**src/hdl/gff_pkg.sv**
```systemverilog
`timescale 1ns / 1ps
package gff_pkg;
  localparam int MaxWidth   = 64;
  localparam int MaxHeight  = 64;
  localparam int ColW       = $clog2(MaxWidth);
  localparam int RowW       = $clog2(MaxHeight);
  localparam int AddrW      = ColW + RowW;
  localparam int CellCount  = MaxWidth * MaxHeight;
  localparam int DepthW     = $clog2(CellCount + 1);
  localparam logic [7:0] FillChar = 8'd70;

  // Configuration register indexes.
  localparam logic [0:0] REG_WIDTH  = 1'b0;
  localparam logic [0:0] REG_HEIGHT = 1'b1;

  typedef enum logic [1:0] {
    KIND_WRITE = 2'd0,
    KIND_READ  = 2'd1,
    KIND_FILL  = 2'd2,
    KIND_NONE  = 2'd3
  } kind_t;

  typedef enum logic [1:0] {
    ST_OK      = 2'd0,
    ST_OUTSIDE = 2'd1,
    ST_ISFILL  = 2'd2
  } status_t;

  typedef enum logic [3:0] {
    S_IDLE,
    S_START_RD,
    S_START_CHK,
    S_POP,
    S_POP_WAIT,
    S_NB_RD,
    S_NB_CHK,
    S_DONE
  } state_t;

  // Memory request from the sequencer to the grid store.
  typedef struct packed {
    logic             rd;
    logic             wr;
    logic [AddrW-1:0] addr;
    logic [7:0]       wdata;
  } grid_req_t;
endpackage

```
**src/hdl/gff_seq.sv**
```systemverilog
`timescale 1ns / 1ps
module gff_seq (
  input  logic                      clk,
  input  logic                      rst_n,
  input  logic                      cfg_we,
  input  logic [0:0]                cfg_index,
  input  logic [6:0]                cfg_wdata,
  input  logic                      in_valid,
  output logic                      in_stall,
  input  logic [1:0]                in_kind,
  input  logic [5:0]                in_col,
  input  logic [5:0]                in_row,
  input  logic [7:0]                in_cell_value,
  output logic                      out_valid,
  input  logic                      out_stall,
  output logic [7:0]                out_read_value,
  output logic [12:0]               out_filled_count,
  output logic [1:0]                out_status,
  output gff_pkg::grid_req_t        mreq,
  input  logic [7:0]                mrdata,
  output logic                      sclear,
  output logic                      spush,
  output logic [gff_pkg::AddrW-1:0] spush_data,
  output logic                      spop,
  input  logic [gff_pkg::AddrW-1:0] spop_data,
  input  logic                      sempty
);
  import gff_pkg::*;
  state_t state_r, state_nxt;
  logic [6:0] width_r, height_r;
  logic [1:0] kind_r;
  logic [ColW-1:0] col_r, cc_r;
  logic [RowW-1:0] row_r, cr_r;
  logic [7:0] val_r, target_r;
  logic [1:0] dir_r;
  logic [12:0] count_r;
  logic [7:0] rd_r;
  logic [1:0] st_r;
  logic [ColW:0] nb_c;
  logic [RowW:0] nb_r;
  logic nb_in, in_in;
  logic [6:0] uw, uh;

  assign uw = (width_r > 7'(MaxWidth)) ? 7'(MaxWidth) : width_r;
  assign uh = (height_r > 7'(MaxHeight)) ? 7'(MaxHeight) : height_r;
  assign in_in = ({1'b0, col_r} < uw) && ({1'b0, row_r} < uh);

  // Neighbor order: right, left, down, up; wrap below zero lands outside.
  always_comb begin
    nb_c = {1'b0, cc_r};
    nb_r = {1'b0, cr_r};
    case (dir_r)
      2'd0: nb_c = {1'b0, cc_r} + 1'b1;
      2'd1: nb_c = {1'b0, cc_r} - 1'b1;
      2'd2: nb_r = {1'b0, cr_r} + 1'b1;
      default: nb_r = {1'b0, cr_r} - 1'b1;
    endcase
  end
  assign nb_in = !nb_c[ColW] && !nb_r[RowW] && (7'(nb_c) < uw) && (7'(nb_r) < uh);

  always_comb begin
    state_nxt = state_r;
    unique case (state_r)
      S_IDLE: if (in_valid) state_nxt = S_START_RD;
      S_START_RD: begin
        if (!in_in || kind_t'(kind_r) == KIND_WRITE || kind_t'(kind_r) == KIND_NONE) begin
          state_nxt = S_DONE;
        end else begin
          state_nxt = S_START_CHK;
        end
      end
      S_START_CHK: begin
        if (kind_t'(kind_r) == KIND_READ || mrdata == FillChar) state_nxt = S_DONE;
        else state_nxt = S_POP;
      end
      S_POP: state_nxt = sempty ? S_DONE : S_POP_WAIT;
      S_POP_WAIT: state_nxt = S_NB_RD;
      S_NB_RD: begin
        if (nb_in) state_nxt = S_NB_CHK;
        else if (dir_r == 2'd3) state_nxt = S_POP;
      end
      S_NB_CHK: state_nxt = (dir_r == 2'd3) ? S_POP : S_NB_RD;
      S_DONE: if (!out_stall) state_nxt = S_IDLE;
      default: state_nxt = S_IDLE;
    endcase
  end

  always_comb begin
    mreq = '0;
    sclear = 1'b0;
    spush = 1'b0;
    spush_data = {cr_r, cc_r};
    spop = 1'b0;
    unique case (state_r)
      S_START_RD: begin
        mreq.addr = {row_r, col_r};
        mreq.wdata = val_r;
        mreq.rd = in_in && kind_t'(kind_r) != KIND_WRITE;
        mreq.wr = in_in && kind_t'(kind_r) == KIND_WRITE;
        sclear = 1'b1;
      end
      S_START_CHK: begin
        mreq.addr = {row_r, col_r};
        mreq.wdata = FillChar;
        if (kind_t'(kind_r) == KIND_FILL && mrdata != FillChar) begin
          mreq.wr = 1'b1;
          spush = 1'b1;
          spush_data = {row_r, col_r};
        end
      end
      S_POP: spop = !sempty;
      S_NB_RD: begin
        mreq.addr = {RowW'(nb_r), ColW'(nb_c)};
        mreq.rd = nb_in;
      end
      S_NB_CHK: begin
        mreq.addr = {RowW'(nb_r), ColW'(nb_c)};
        mreq.wdata = FillChar;
        if (mrdata == target_r) begin
          mreq.wr = 1'b1;
          spush = 1'b1;
          spush_data = {RowW'(nb_r), ColW'(nb_c)};
        end
      end
      default: ;
    endcase
  end

  always_ff @(posedge clk) begin
    if (!rst_n) begin
      state_r <= S_IDLE;
      width_r <= 7'd64;
      height_r <= 7'd64;
    end else begin
      state_r <= state_nxt;
      if (cfg_we && cfg_index == REG_WIDTH) width_r <= cfg_wdata;
      if (cfg_we && cfg_index == REG_HEIGHT) height_r <= cfg_wdata;
    end
  end

  always_ff @(posedge clk) begin
    case (state_r)
      S_IDLE: if (in_valid) begin
        kind_r <= in_kind;
        col_r <= in_col;
        row_r <= in_row;
        val_r <= in_cell_value;
        rd_r <= '0;
        count_r <= '0;
        st_r <= ST_OK;
      end
      S_START_RD: if (!in_in && kind_t'(kind_r) != KIND_NONE) st_r <= ST_OUTSIDE;
      S_START_CHK: begin
        target_r <= mrdata;
        if (kind_t'(kind_r) == KIND_READ) rd_r <= mrdata;
        else if (mrdata == FillChar) st_r <= ST_ISFILL;
        else count_r <= 13'd1;
      end
      S_POP_WAIT: ;
      S_NB_RD: begin
        if (!nb_in) dir_r <= dir_r + 1'b1;
      end
      S_NB_CHK: begin
        dir_r <= dir_r + 1'b1;
        if (mrdata == target_r) count_r <= count_r + 1'b1;
      end
      default: ;
    endcase
    if (state_r == S_POP_WAIT) begin
      cc_r <= spop_data[ColW-1:0];
      cr_r <= spop_data[AddrW-1:ColW];
      dir_r <= 2'd0;
    end
  end

  assign in_stall = (state_r != S_IDLE);
  assign out_valid = (state_r == S_DONE);
  assign out_read_value = rd_r;
  assign out_filled_count = count_r;
  assign out_status = st_r;

`ifndef NO_ASSERTIONS
  a_one_busy: assert property (@(posedge clk) disable iff (!rst_n)
    out_valid |-> in_stall) else $error("result shown while idle");
  a_fill_only_count: assert property (@(posedge clk) disable iff (!rst_n)
    (out_valid && kind_t'(kind_r) != KIND_FILL) |-> out_filled_count == '0)
    else $error("count on non-fill item");
  a_no_rw_together: assert property (@(posedge clk) disable iff (!rst_n)
    !(mreq.rd && mreq.wr)) else $error("grid read and write together");
  a_push_writes: assert property (@(posedge clk) disable iff (!rst_n)
    spush |-> (mreq.wr && mreq.wdata == FillChar)) else $error("push without mark");
`endif
endmodule

```
**config.mk**
```make
export PLATFORM = sky130hd
export DESIGN_NAME = gff_seq
export DESIGN_NICKNAME = d
export VERILOG_FILES = /design/src/hdl/gff_pkg.sv /design/src/hdl/gff_seq.sv
export SDC_FILE = /design/constraint.sdc
export NUM_CORES = 1
export LEC_CHECK = 0
export BUFFER_PORTS_ARGS = -buffer_cell sky130_fd_sc_hd__buf_2
export CAP_MARGIN = 20
export CELL_PAD_IN_SITES_DETAIL_PLACEMENT = 1
export CELL_PAD_IN_SITES_GLOBAL_PLACEMENT = 1
export CORE_MARGIN = 1.5
export CORE_UTILIZATION = 42
export DETAILED_ROUTE_END_ITERATION = 8
export MAX_ROUTING_LAYER = met4
export PLACE_DENSITY = 0.85
export SETUP_SLACK_MARGIN = 0.2
export SLEW_MARGIN = 20
export SYNTH_ARGS = -nofsm -noshare
export SYNTH_HDL_FRONTEND = slang
export SYNTH_SLANG_ARGS = --single-unit
```
**constraint.sdc**
```tcl
create_clock -name clk -period 4.8 [get_ports clk]
set_input_delay 0.96 -clock clk [delete_from_list [all_inputs] [get_ports clk]]
set_output_delay 0.96 -clock clk [all_outputs]
set_load 0.05 [all_outputs]
```
# Word level (Yosys, flattened, before mapping)
# Index checks and enable logic that the tools add are counted.
[classes]
mux = 40
n_reduce_logical = 36
addsub = 6
n_lt_le_gt_ge = 6
n_eq_ne = 27
bitwise_logic = 1
[op_table]
columns = ["op", "n"]
rows = [
  ["13-bit two-way mux", 4],
  ["12-bit one-hot mux with 2 select lines", 2],
  ["13-bit one-hot mux with 3 select lines", 1],
  ["4-bit one-hot mux with 8 select lines", 1],
  ["8-bit one-hot mux with 2 select lines", 2],
  ["7-bit one-hot mux with 2 select lines", 2],
  ["12-bit two-way mux", 2],
  ["2-bit != test (second input constant)", 10],
  ["4-bit by 3-bit == test with 1-bit output (second input constant)", 4],
  ["4-bit two-way mux", 4],
  ["8-bit two-way mux", 2],
  ["6-bit by 1-bit adder with 7-bit output (second input constant)", 2],
  ["7-bit > comparator (second input constant)", 2],
  ["6-bit by 7-bit < comparator with 1-bit output", 2],
  ["7-bit < comparator", 2],
  ["7-bit two-way mux", 2],
  ["6-bit by 1-bit subtractor with 7-bit output (second input constant)", 2],
  ["13-bit by 1-bit adder with 13-bit output (second input constant)", 1],
  ["2-bit two-way mux", 6],
  ["1-bit logical AND", 10],
  ["5-bit AND reduction", 2],
  ["3-bit two-way mux", 3],
  ["2-bit == test (second input constant)", 4],
  ["4-bit by 2-bit == test with 1-bit output (second input constant)", 2],
  ["23 further kinds", 42],
]
[totals]
input_bits = 56
reg_bits = 85
output_inout_bits = 62

# Logic depth before layout (Yosys ltp)
[depth]
ltp_word = 9
ltp_mapped = 17
depth_no_buf = 17

# Worst setup path before layout
# No wires, ideal clock.
[synth_timing]
path_kind = "register to output"
startpoint = "register dir_r[1]"
endpoint = "output mreq[21] (netlist name)"
t_arrival_ns = 4.238
n_path_buf = 1
path_stages_with_launch = 18
slack_ns = -0.398
path_cell_list = "dfxtp_1 -> inv_1 -> ha_1 -> buf_2 -> xor2_1 -> ha_1 -> and3b_1 -> o21ai_1 -> a21oi_1 -> a211oi_1 -> xor2_1 -> ha_1 -> and3_1 -> a221oi_2 -> o21a_2 -> nand3_4 -> or3_1 -> o22ai_1"
[synth_lines]
columns = ["element", "line", "text"]
rows = [
  ["start: declaration", "gff_seq.sv:35", "logic [1:0] dir_r;"],
  ["start signal: assignment", "gff_seq.sv:161", "if (!nb_in) dir_r <= dir_r + 1'b1;"],
  ["start signal: assignment", "gff_seq.sv:164", "dir_r <= dir_r + 1'b1;"],
  ["end: declaration", "gff_seq.sv:19", "output gff_pkg::grid_req_t mreq,"],
]

==> impl_metrics.toml <==
[status]
run_status = "finished, violations left"
violations = "setup timing"

[placement]
dp_hpwl_mm = 11.6
gp_congestion = 0.907
place_inst = 778
placed_area_mm2 = 0.00604
numPortBuffers = 117

[routing]
drtIter0Drc = 237
drcViolationCount = 0
dr.pass1.iters = 4
ant_nets = 0
drt-vias-per-instance = 5.74
wire_per_inst_um = 19.4
wl_mm = 15.6
vias = 4617

[floorplanning]
chipHeight_um = 114
die_x_um = 114
design.die.area_mm2 = 0.0130
rows = 40
core_mm2 = 0.0120
initial_core_util_pct = 43.0
io_pins = 118

[sta]
hold_viol_final = 0
relSlewSlack_pct = 28.1
rsz0062_at_grt = "yes"
timing.final.crit_share_pct = 100
finalCriticalPeriod_ns = 4.80
worst_pin_slew_ns = 1.07
setup_slack_ns = -0.00274
drv_slew = 0
finalSetupViolCount = 1
max_freq_mhz = 208
fin_skew_ns = 0.00616

[final_layout]
utilization_pct = 54.7
design_area_mm2 = 0.00657
stdcell_count = 805
drive_above_1_share_pct = 31.5
fin_nets = 744
num_antenna_cells = 0
syn_to_final_growth_pct = 27.4
multi_input_area_mm2 = 0.00282
nFillCells = 1357
final-seq-area_mm2 = 0.00234

[synthesis]
synth.ff_latch_count = 84
syn-cell-area_mm2 = 0.00516
ys_types = 67
yosys_warnings = 0
synth_edf_count = 65
synthMostInstantiatedCell = "edfxtp_1"
ys_top_cells_by_area = "edfxtp_1 (38%), ha_1 (8.2%), dfxtp_1 (7.4%)"
synthArstFlopShare_pct = 0
synth.avg_cell_area_um2 = 10.0
ys_seq_area_share_pct = 45.2
synth_commonest_cells = "edfxtp_1 (65), nand2_1 (52), nor2_1 (46)"
syn_nets = 607
synthCells = 516
yosys.area.top_type = "edfxtp_1"
yosysTopAreaCellShare_pct = 37.8
synthFlopType = "edfxtp_1"

[critical_path]
critPathKind = "reg -> out"
crit_chain = "inv_2 > ha_4 > inv_2 > ha_1 > a21oi_1 > nand2_1 > o211ai_1 > o31ai_4 > ha_4 > a211o_1 > a221oi_4 > o21a_2 > nand3_4 > or3_4 > o22ai_4 > buf_6"
arrival_ns = 3.84
start_kind = "flop"
crit_slowest_cell = "ha_1"
crit_fanout = 7
rr_endpoint = "dir_r[0]$_SDFFE_PP0P_"
r2r_slack_ns = 1.09
max_stage_delay_ns = 0.38
timing.rr.start = "dir_r[0]$_SDFFE_PP0P_"
end_kind = "primary output"
r2r_cells = 17
worstPathRequired_ns = 3.84

[pwr]
powerDensity_mw_per_mm2 = 738
p_total_uw = 4850
cellLeakagePower_uw = 0.00276
ir_drop_mv = 0.483

[hold_path]
min_to = "height_r[1]$_SDFFE_PN0P_"
min_from = "height_r[1]$_SDFFE_PN0P_"
hp-class = "reg -> reg"
whs_path_depth = 2

[grt]
grtUsageTotal_pct = 24.6
grt_max_degree = 39
grt_pass1_vias = 4792
overflow = 0
antenna_found_initial = 0
grt_pass1_wl_mm = 23.7

[clocking]
clkSinkCount = 84
htree_levels = 3
cts_buffers = 9
cts_tree = "built"
hold_buffers = 0
clock_path_buffers = 2
insertion_delay_ns = 0.35
clockRootBuffer = "clkbuf_16"
clk_pin_slew_ns = 0.06

[run]
maxCapViolations = 0
cells by family (layout without fill, tap and decap cells):
| group | after synthesis | after routing | synth area share, % |
|---|---|---|---|
| xor gates and xnor gates | 31 | 31 | 5.26 |
| DFF | 84 | 84 | 45.2 |
| and+or+nand+nor | 192 | 192 | 19.0 |
| muxes | 15 | 15 | 2.98 |
| buffers and inverters | 46 | 188 | 3.49 |
| adders and majority gates | 35 | 35 | 8.63 |
| AOI/OAI and AO/OA | 113 | 113 | 15.4 |
how the worst max path moves through the flow:
stage | from | depth (start not counted) | end | slack, ns
2_1_floorplan | dir_r[1]$_SDFFE_PP0P_ | 17 | mreq[21] | 0.20
3_3_place_gp | dir_r[0]$_SDFFE_PP0P_ | 16 | mreq[21] | 0.06
3_5_place_dp | dir_r[0]$_SDFFE_PP0P_ | 18 | mreq[21] | -0.02
4_1_cts | dir_r[0]$_SDFFE_PP0P_ | 17 | mreq[21] | -0.08
5_1_grt | dir_r[0]$_SDFFE_PP0P_ | 16 | mreq[21] | -0.15
6_report | dir_r[0]$_SDFFE_PP0P_ | 16 | mreq[21] | -0.003
per-layer routing:
metal / up-vias / routed length (µm) / global-route usage (%)
li1: 2172 / - / -
met1: 2258 / 6350 / 27.5
met2: 154 / 8050 / 43.5
met3: 33 / 718 / 3.61
met4: 0 / 463 / 10.9
met5: - / 0 / -
state kept, by name, indices dropped and copies added (netlist names):
name,flops
kind_r,2
cc_r,6
out_read_value,8
val_r,8
target_r,8
row_r,6
state_r,3
col_r,6
out_filled_count,13
height_r,7
width_r,7
out_status,2
dir_r,2
cr_r,6
metrics by stage:
| stage | setup TNS (ns) | hold WS (ns) | setup slack (ns) |
|---|---|---|---|
| after floorplan | 0 | 0.444 | 0.201 |
| after global placement | 0 | 0.459 | 0.0595 |
| after CTS | -0.0816 | 0.475 | -0.0816 |
| final | -0.00274 | 0.469 | -0.00274 |
| after detailed placement | -0.0184 | 0.459 | -0.0184 |
| after global routing | -0.150 | 0.500 | -0.150 |
power breakdown:
part | internal, µW | switching (µW)
combinational | 1040 | 1960
sequential | 1020 | 146
clock | 409 | 284
total | 2460 | 2390
cell type report:
type / instances / area share [%]
Inverter: 21 / 1.24
Timing Repair Buffer: 151 / 12.9
Tap cell: 147 / 2.80
Multi-Input combinational cell: 386 / 42.9
Sequential cell: 84 / 35.6
Clock buffer: 13 / 4.28
Clock inverter: 3 / 0.266
layout by cell type, fill, tap and decap left out, types with 6 or more instances in the layout:
cell / n
buf_2: 116
edfxtp_1: 65
nand2_1: 52
nor2_1: 42
buf_4: 33
ha_1: 27
nand3_1: 21
xnor2_1: 20
inv_1: 17
dfxtp_1: 17
o21ai_0: 16
a21oi_1: 16
and3_1: 15
mux2i_1: 12
nor2b_1: 11
a211oi_1: 11
clkbuf_16: 10
xor2_1: 9
a22oi_1: 7
nor3b_1: 6
o21a_1: 6
a21o_1: 6
o22ai_1: 6
a21boi_0: 6
critical path, delay by kind of cell (launching register included):
| kind | cells | cell delay [ns] |
|---|---|---|
| AOI/OAI and AO/OA | 7 | 1.46 |
| DFF | 1 | 0.35 |
| buffers and inverters | 3 | 0.34 |
| adders and majority gates | 3 | 0.79 |
| and+or+nand+nor | 3 | 0.56 |
what timing repair did:
item	in CTS	in global routing
pin swaps	12	17
cloned	0	0
buffers inserted	7	4
endpoints found under the setup margin	1	1
resized for setup	19	13
Note: power is estimated with default switching activity, not from simulation.
